**src/rtl/core/sha256_pkg.sv**
```systemverilog
// Shared types and constants for the SHA-256 stream hasher.
`default_nettype none
package sha256_pkg;
	typedef struct packed {
		logic [7:0] data_byte;
		logic       has_byte;
		logic       end_of_message;
	} cmd_t;

	typedef enum logic [2:0] {
		ST_IDLE, ST_LOAD, ST_ROUND, ST_ADD, ST_PAD, ST_EMIT
	} core_state_t;

	localparam logic [7:0] PAD_BYTE = 8'h80;
	localparam int unsigned LenOffset = 56;

	function automatic logic [31:0] init_hash(input logic [2:0] i);
		logic [31:0] r;
		unique case (i)
			3'd0: r = 32'h6a09e667;
			3'd1: r = 32'hbb67ae85;
			3'd2: r = 32'h3c6ef372;
			3'd3: r = 32'ha54ff53a;
			3'd4: r = 32'h510e527f;
			3'd5: r = 32'h9b05688c;
			3'd6: r = 32'h1f83d9ab;
			default: r = 32'h5be0cd19;
		endcase
		return r;
	endfunction

	localparam logic [31:0] K_TAB [64] = '{
		32'h428a2f98, 32'h71374491, 32'hb5c0fbcf, 32'he9b5dba5,
		32'h3956c25b, 32'h59f111f1, 32'h923f82a4, 32'hab1c5ed5,
		32'hd807aa98, 32'h12835b01, 32'h243185be, 32'h550c7dc3,
		32'h72be5d74, 32'h80deb1fe, 32'h9bdc06a7, 32'hc19bf174,
		32'he49b69c1, 32'hefbe4786, 32'h0fc19dc6, 32'h240ca1cc,
		32'h2de92c6f, 32'h4a7484aa, 32'h5cb0a9dc, 32'h76f988da,
		32'h983e5152, 32'ha831c66d, 32'hb00327c8, 32'hbf597fc7,
		32'hc6e00bf3, 32'hd5a79147, 32'h06ca6351, 32'h14292967,
		32'h27b70a85, 32'h2e1b2138, 32'h4d2c6dfc, 32'h53380d13,
		32'h650a7354, 32'h766a0abb, 32'h81c2c92e, 32'h92722c85,
		32'ha2bfe8a1, 32'ha81a664b, 32'hc24b8b70, 32'hc76c51a3,
		32'hd192e819, 32'hd6990624, 32'hf40e3585, 32'h106aa070,
		32'h19a4c116, 32'h1e376c08, 32'h2748774c, 32'h34b0bcb5,
		32'h391c0cb3, 32'h4ed8aa4a, 32'h5b9cca4f, 32'h682e6ff3,
		32'h748f82ee, 32'h78a5636f, 32'h84c87814, 32'h8cc70208,
		32'h90befffa, 32'ha4506ceb, 32'hbef9a3f7, 32'hc67178f2
	};

	function automatic logic [31:0] rotr(input logic [31:0] x, input int unsigned n);
		return (x >> n) | (x << (32 - n));
	endfunction
endpackage
`default_nettype wire

```
**src/rtl/core/sha256_front.sv**
```systemverilog
// Input side: accepts items, drops empty ones and queues the rest.
`default_nettype none
module sha256_front (
	input  wire logic               clk,
	input  wire logic               arst_n,
	input  wire logic               in_valid,
	output logic                    in_ready,
	input  wire sha256_pkg::cmd_t   in_cmd,
	output logic                    q_valid,
	input  wire logic               q_ready,
	output sha256_pkg::cmd_t        q_cmd
);
	import sha256_pkg::*;

	cmd_t       mem_q [4];
	logic [1:0] wr_q, rd_q;
	logic [2:0] cnt_q;
	logic       push, pop;

	assign in_ready = (cnt_q != 3'd4);
	// Items that carry neither a byte nor an end mark change nothing.
	assign push = in_valid && in_ready && (in_cmd.has_byte || in_cmd.end_of_message);
	assign q_valid = (cnt_q != 3'd0);
	assign pop = q_valid && q_ready;
	assign q_cmd = mem_q[rd_q];

	always_ff @(posedge clk) begin
		if (push) mem_q[wr_q] <= in_cmd;
	end

	always_ff @(posedge clk or negedge arst_n) begin
		if (!arst_n) begin
			wr_q <= '0;
			rd_q <= '0;
			cnt_q <= '0;
		end else begin
			if (push) wr_q <= wr_q + 2'd1;
			if (pop) rd_q <= rd_q + 2'd1;
			cnt_q <= cnt_q + {2'd0, push} - {2'd0, pop};
		end
	end

	a_cnt_bound: assert property (@(posedge clk) disable iff (!arst_n) cnt_q <= 3'd4)
		else $error("queue count overflow");
	a_no_pop_empty: assert property (@(posedge clk) disable iff (!arst_n)
		cnt_q == 3'd0 |-> !pop) else $error("pop from empty queue");
	a_full_stall: assert property (@(posedge clk) disable iff (!arst_n)
		cnt_q == 3'd4 |-> !in_ready) else $error("ready while full");
endmodule
`default_nettype wire

```
**src/rtl/core/sha256_back.sv**
```systemverilog
// Back end: block buffer, padding and the 64-round compression engine.
`default_nettype none
module sha256_back (
	input  wire logic               clk,
	input  wire logic               arst_n,
	input  wire logic               q_valid,
	output logic                    q_ready,
	input  wire sha256_pkg::cmd_t   q_cmd,
	output logic                    out_valid,
	input  wire logic               out_ready,
	output logic [31:0]             out_word,
	output logic [2:0]              out_index,
	output logic                    out_last
);
	import sha256_pkg::*;

	core_state_t state_q, state_d;
	logic [31:0] buf_q [16];
	logic [5:0]  fill_q;
	logic [60:0] nbytes_q;
	logic [31:0] h_q [8];
	logic [31:0] v_q [8];
	logic [31:0] w_q [16];
	logic [6:0]  cnt_q;
	logic        fin_q;     // end of message seen; padding pending or in progress
	logic        lenblk_q;  // padding block being built or compressed carries the length
	logic        padblk_q;  // block being compressed was built by padding
	logic        pad_done_q; // the 0x80 byte already sits in an earlier block
	logic [2:0]  oidx_q;

	logic [31:0] t1, t2, wn, wt, s0, s1;
	logic [31:0] e, a;
	logic [5:0]  pb;
	logic [7:0]  pad_byte;
	logic [63:0] bits;

	assign e = v_q[4];
	assign a = v_q[0];
	assign wt = w_q[0];
	assign s0 = rotr(w_q[1], 7) ^ rotr(w_q[1], 18) ^ (w_q[1] >> 3);
	assign s1 = rotr(w_q[14], 17) ^ rotr(w_q[14], 19) ^ (w_q[14] >> 10);
	assign wn = s1 + w_q[9] + s0 + w_q[0];
	assign t1 = v_q[7] + (rotr(e, 6) ^ rotr(e, 11) ^ rotr(e, 25))
		+ ((e & v_q[5]) ^ (~e & v_q[6])) + K_TAB[cnt_q[5:0]] + wt;
	assign t2 = (rotr(a, 2) ^ rotr(a, 13) ^ rotr(a, 22))
		+ ((a & v_q[1]) ^ (a & v_q[2]) ^ (v_q[1] & v_q[2]));
	assign bits = {nbytes_q, 3'b000};
	assign pb = cnt_q[5:0];

	// Byte written at position pb during padding.
	always_comb begin
		pad_byte = 8'h00;
		if (lenblk_q && {26'd0, pb} >= LenOffset)
			pad_byte = bits[8'd63 - {pb[2:0], 3'b000} -: 8];
		else if (pb == fill_q && !pad_done_q)
			pad_byte = PAD_BYTE;
		else if (pb < fill_q)
			pad_byte = buf_q[pb[5:2]][{~pb[1:0], 3'b111} -: 8];
	end

	always_comb begin
		state_d = state_q;
		q_ready = 1'b0;
		unique case (state_q)
			ST_IDLE: begin
				q_ready = 1'b1;
				if (q_valid) begin
					if (q_cmd.has_byte && fill_q == 6'd63) state_d = ST_LOAD;
					else if (q_cmd.end_of_message) state_d = ST_PAD;
				end
			end
			ST_PAD: if (cnt_q == 7'd63) state_d = ST_LOAD;
			ST_LOAD: if (cnt_q == 7'd15) state_d = ST_ROUND;
			ST_ROUND: if (cnt_q == 7'd63) state_d = ST_ADD;
			ST_ADD: begin
				if (!fin_q) state_d = ST_IDLE;
				else if (padblk_q && lenblk_q) state_d = ST_EMIT;
				else state_d = ST_PAD;
			end
			ST_EMIT: if (out_ready && oidx_q == 3'd7) state_d = ST_IDLE;
			default: state_d = ST_IDLE;
		endcase
	end

	assign out_valid = (state_q == ST_EMIT);
	assign out_word = h_q[oidx_q];
	assign out_index = oidx_q;
	assign out_last = (oidx_q == 3'd7);

	always_ff @(posedge clk) begin
		if (state_q == ST_IDLE && q_valid && q_cmd.has_byte)
			buf_q[fill_q[5:2]][{~fill_q[1:0], 3'b111} -: 8] <= q_cmd.data_byte;
		if (state_q == ST_PAD) buf_q[pb[5:2]][{~pb[1:0], 3'b111} -: 8] <= pad_byte;
		if (state_q == ST_LOAD) begin
			for (int i = 0; i < 15; i++) w_q[i] <= w_q[i+1];
			w_q[15] <= buf_q[cnt_q[3:0]];
			if (cnt_q == 7'd0) for (int i = 0; i < 8; i++) v_q[i] <= h_q[i];
		end
		if (state_q == ST_ROUND) begin
			for (int i = 0; i < 15; i++) w_q[i] <= w_q[i+1];
			w_q[15] <= wn;
			v_q[7] <= v_q[6]; v_q[6] <= v_q[5]; v_q[5] <= v_q[4];
			v_q[4] <= v_q[3] + t1;
			v_q[3] <= v_q[2]; v_q[2] <= v_q[1]; v_q[1] <= v_q[0];
			v_q[0] <= t1 + t2;
		end
	end

	always_ff @(posedge clk or negedge arst_n) begin
		if (!arst_n) begin
			state_q <= ST_IDLE;
			fill_q <= '0;
			nbytes_q <= '0;
			cnt_q <= '0;
			fin_q <= 1'b0;
			lenblk_q <= 1'b0;
			padblk_q <= 1'b0;
			pad_done_q <= 1'b0;
			oidx_q <= '0;
			for (int i = 0; i < 8; i++) h_q[i] <= init_hash(3'(i));
		end else begin
			state_q <= state_d;
			unique case (state_q)
				ST_IDLE: begin
					cnt_q <= '0;
					if (q_valid) begin
						fin_q <= q_cmd.end_of_message;
						padblk_q <= 1'b0;
						pad_done_q <= 1'b0;
						if (q_cmd.has_byte) begin
							fill_q <= fill_q + 6'd1;
							nbytes_q <= nbytes_q + 61'd1;
						end
						// Length fits after the pad byte when fewer than 56 bytes are held.
						if (q_cmd.has_byte && fill_q == 6'd63) lenblk_q <= 1'b1;
						else lenblk_q <= ((q_cmd.has_byte ? fill_q + 6'd1 : fill_q) < 6'd56);
					end
				end
				ST_PAD: begin
					padblk_q <= 1'b1;
					cnt_q <= (cnt_q == 7'd63) ? 7'd0 : cnt_q + 7'd1;
				end
				ST_LOAD: cnt_q <= (cnt_q == 7'd15) ? 7'd0 : cnt_q + 7'd1;
				ST_ROUND: cnt_q <= cnt_q + 7'd1;
				ST_ADD: begin
					cnt_q <= '0;
					for (int i = 0; i < 8; i++) h_q[i] <= h_q[i] + v_q[i];
					if (fin_q && padblk_q && !lenblk_q) begin
						// Second padding block: pad byte already placed, only zeros and length.
						lenblk_q <= 1'b1;
						pad_done_q <= 1'b1;
						fill_q <= '0;
					end
				end
				ST_EMIT: begin
					if (out_ready) begin
						oidx_q <= oidx_q + 3'd1;
						if (oidx_q == 3'd7) begin
							for (int i = 0; i < 8; i++) h_q[i] <= init_hash(3'(i));
							fill_q <= '0;
							nbytes_q <= '0;
							fin_q <= 1'b0;
							lenblk_q <= 1'b0;
							padblk_q <= 1'b0;
							pad_done_q <= 1'b0;
						end
					end
				end
				default: ;
			endcase
		end
	end

	a_emit_order: assert property (@(posedge clk) disable iff (!arst_n)
		out_valid && out_ready && oidx_q != 3'd7 |=> out_valid)
		else $error("digest cut short");
	a_idx_start: assert property (@(posedge clk) disable iff (!arst_n)
		$rose(out_valid) |-> oidx_q == 3'd0) else $error("digest starts mid-word");
	a_no_take: assert property (@(posedge clk) disable iff (!arst_n)
		state_q != ST_IDLE |-> !q_ready) else $error("item taken while busy");
endmodule
`default_nettype wire

```
**src/rtl/core/sha256_stream_hasher.sv**
```systemverilog
// Top level of the SHA-256 stream hasher: queue front end and compression back end.
// A byte item is stored in the block buffer; a block's 64th byte starts its compression.
// End of message pads and compresses one or two blocks, then emits eight digest items
// at one per cycle while m_tready is high.
// A four-entry queue decouples input from the compression engine.
// Reset (arst_n low, asynchronous) loads the initial hash and clears all counts.
`default_nettype none
module sha256_stream_hasher (
	input  wire logic        clk,
	input  wire logic        arst_n,
	input  wire logic        s_tvalid,
	output logic             s_tready,
	input  wire logic [7:0]  s_tdata,   // data_byte
	input  wire logic [1:0]  s_tuser,   // has_byte, end_of_message
	output logic             m_tvalid,
	input  wire logic        m_tready,
	output logic [39:0]      m_tdata,   // digest_word, word_index, 5 zero bits
	output logic             m_tlast    // last_word
);
	import sha256_pkg::*;

	cmd_t       in_cmd, q_cmd;
	logic       q_valid, q_ready;
	logic [31:0] word;
	logic [2:0]  idx;

	assign in_cmd = '{data_byte: s_tdata, has_byte: s_tuser[0], end_of_message: s_tuser[1]};

	sha256_front u_front (
		.clk, .arst_n, .in_valid(s_tvalid), .in_ready(s_tready), .in_cmd,
		.q_valid, .q_ready, .q_cmd
	);

	sha256_back u_back (
		.clk, .arst_n, .q_valid, .q_ready, .q_cmd,
		.out_valid(m_tvalid), .out_ready(m_tready), .out_word(word),
		.out_index(idx), .out_last(m_tlast)
	);

	assign m_tdata = {5'd0, idx, word};
endmodule
`default_nettype wire

```
**config.mk**
```make
export PLATFORM = sky130hd
export DESIGN_NAME = sha256_stream_hasher
export DESIGN_NICKNAME = d
export VERILOG_FILES = /design/src/rtl/core/sha256_pkg.sv /design/src/rtl/core/sha256_front.sv /design/src/rtl/core/sha256_back.sv /design/src/rtl/core/sha256_stream_hasher.sv
export SDC_FILE = /design/constraint.sdc
export NUM_CORES = 2
export LEC_CHECK = 0
export ABC_AREA = 1
export BUFFER_PORTS_ARGS = -buffer_cell sky130_fd_sc_hd__buf_4
export CAP_MARGIN = 5
export CORE_AREA = 4 4 591 446
export DETAILED_ROUTE_END_ITERATION = 6
export DIE_AREA = 0 0 595 450
export PLACE_DENSITY = 0.54
export SYNTH_ARGS = -nofsm -noshare
export SYNTH_HDL_FRONTEND = slang
export SYNTH_SLANG_ARGS = --single-unit
```
**constraint.sdc**
```tcl
create_clock -name clk -period 29.5 [get_ports clk]
set_input_delay 2.95 -clock clk [delete_from_list [all_inputs] [get_ports clk]]
set_output_delay 2.95 -clock clk [all_outputs]
set_load 0.01 [all_outputs]
```
==> out/qor.txt <==
gr usage total = 33.3%
HP Class = register to register
commonest cells after routing, fill and taps aside = nand2_1 (2438), inv_1 (1412), edfxtp_1 (1320)
DRT iter0 DRCs = 13400
crit path kind = register to register
DRC violation count after routing = 0
worst reg-to-reg setup slack = 19.23 ns
CTS Hold Buffers Added = 0
WL per Instance = 30.3 µm
most area-consuming cells after synthesis = edfxtp_1 (39%), nand2_1 (8.9%), o21ai_0 (5.3%), inv_1 (5.2%), dfrtp_1 (5.1%)
initial core utilization = 40.0%
Fin. Hold Viols = 0
adder-cell share of the synthesized area = 9.10%
status = finished clean
post-synthesis cell count = 11700
Most used DFF post-synth = edfxtp_1
GRT Residual Overflow = 0
EDFF count, synth = 1320
main combinational cell family by area after synthesis = simple AND/OR/NAND/NOR gates
Clock Tree Root = clkbuf_16
H-tree levels = 4
Die Span Y = 450 µm
compound-cell area share of the yosys netlist = 15.1%
cell mode on critical path = nand2_1
initial antenna violation count = 36
CTS tree = built
worst r2r dst = u_back.v_q[0][31]
Yosys top cell area share = 38.6%
layout cell share with drive strength beyond 1 = 6.29%
Slew headroom = 2.97%
simple-gate area share of the yosys netlist = 17.3%
hold endpoint = u_back.w_q[0][324]
mux cell area share after synthesis = 0.196%
R2R Path Start = u_back.cnt_q[0]
Max Clk Rate = 0.0974 GHz
XOR/XNOR Fraction of Synth Area = 3.81%
IO Port Bufs = 51
Period minus WS final = 10.27 ns
max-cap check violation count = 0
DR pass1 iterations = 7
vias = 91200
Clock Sinks = 1667
Yosys reg bits = 1667
post-synth cell types = 70
R2R cell count = 33
CTS Buffer Depth = 4
drt total wl = 461 mm
# nets final = 12200
average size of a mapped cell = 8.79 µm²
commonest non-fill, non-tap cell in the layout = nand2_1
via-per-instance ratio = 6.00
endpoint type of the worst setup path = register
Critical Path AT = 10.85 ns
Critical Path Stages = 33
CP required = 30.08 ns
Slew Limit Fails = 0
Layout area overhead = 9.85%
Final ANT Viol Nets = 0
chip width = 595 µm
cell taking the most area after synthesis = edfxtp_1
period utilization = 34.8%
Yosys warning count = 0
Synth async-reset ratio = 20.8%
CP max FO = 53
final setup fails = 0
slowest CP cell = a2111oi_0
Worst Path Buf+Inv = 6
hold depth = 0
crit start category = register
largest delay contributor family on the critical path = adder cells
CTS buffer count = 188
post-cts resize count = 0
setup TNS = 0 ns
GP Congestion = 0.975
I/O pin count = 57
die area = 268000 µm²
Placeable Area = 257000 µm²
Synth Cell Area = 103000 µm²
register area share after synthesis = 47.2%
wire length of the first global-routing pass = 644 mm
Clock Pin Slew Worst Setup and Hold Paths = 0.07 ns
# rows = 161
Clk Latency, worst-skew pair = 0.94 ns
Slowest Stage Delay on Critical Path = 0.99 ns
RSZ-0062 raised after global routing = false
Setup Skew = 0.0980 ns
maximum number of pins on one net before global-route repair = 200
setup bufs post-CTS = 0
HPWL Detailed = 343 mm
hold wc startpoint = u_back.w_q[0][356]
Worst-Margin Slew = 1.44 ns
vias in the first global route = 84100
-- synthesized netlist by cell type (164+ instances only) --
| cell | n |
|---|---|
| ha_1 | 414 |
| xor2_1 | 266 |
| a21oi_1 | 783 |
| nor2_1 | 945 |
| dfrtp_1 | 211 |
| nand4_1 | 176 |
| o21ai_0 | 1087 |
| nand3_1 | 514 |
| edfxtp_1 | 1320 |
| o22ai_1 | 164 |
| inv_1 | 1416 |
| nand2_1 | 2440 |
| clkbuf_1 | 284 |
| xnor2_1 | 181 |
| fa_1 | 196 |
-- cells by family (layout without fill, tap and decap cells) --
| kind of cell | Yosys count | count (layout) |
|---|---|---|
| compound gates | 2689 | 2689 |
| xor+xnor | 447 | 447 |
| fa+ha+maj | 634 | 634 |
| buf+inv | 1916 | 1990 |
| flops | 1667 | 1667 |
| mux | 20 | 20 |
| other cells | 1 | 20 |
| simple gates | 4311 | 4311 |
-- per-layer routing --
metal	track usage (%)	vias up	routed length (µm)
met4	8.78	12	14000
li1	-	39800	-
met5	0	-	88
met1	51.4	44900	211000
met3	11.0	729	60900
met2	43.8	5662	175000
-- registers in the layout, indices dropped and copies added (netlist names), 3 cells and up --
signal,cells
u_back.nbytes_q,61
u_back.h_q,256
u_back.out_index,3
u_back.v_q,256
u_back.buf_q,512
u_back.fill_q,6
u_front.cnt_q,3
u_back.w_q,512
u_back.cnt_q,7
u_back.state_q,3
u_front.mem_q,40
-- stage by stage --
step / worst slack [ns] / std cells / utilization, % / hold slack, ns / area, µm²
floorplan: 8.36 / 11700 / - / 0.400 / 103000
global placement: 19.56 / 14800 / 41.6 / 0.400 / 107000
detailed placement: 19.56 / 14800 / 41.6 / 0.405 / 107000
CTS: 19.55 / 15200 / 43.9 / 0.351 / 113000
global route: 18.78 / 15200 / 43.9 / 0.364 / 113000
finish: 19.23 / 15200 / 43.9 / 0.352 / 113000
-- worst max path at each step --
stage                    startpoint                end  slack, ns
floorplan           u_back.cnt_q[0]   u_back.v_q[0][0]       8.36
global placement    u_back.cnt_q[0]  u_back.v_q[0][31]      19.56
CTS                 u_back.cnt_q[2]  u_back.v_q[0][31]      19.55
finish              u_back.cnt_q[0]  u_back.v_q[0][31]      19.23
detailed placement  u_back.cnt_q[2]  u_back.v_q[0][31]      19.56
global route        u_back.cnt_q[2]  u_back.v_q[0][31]      18.78
-- cell type report --
type                            count  area, µm²
Sequential cell                  1667      48500
Tap cell                         3423       4280
Multi-Input combinational cell   8106      46900
Clock inverter                    103       1030
Inverter                         1434       5410
Antenna cell                       15       37.5
Clock buffer                      233       4930
Timing Repair Buffer              220       1750
Fill cell                       25300     144000
Power is left out: the tool's default activity adds up to more than one toggle a clock period on the data nets, which glitch-free logic cannot reach.
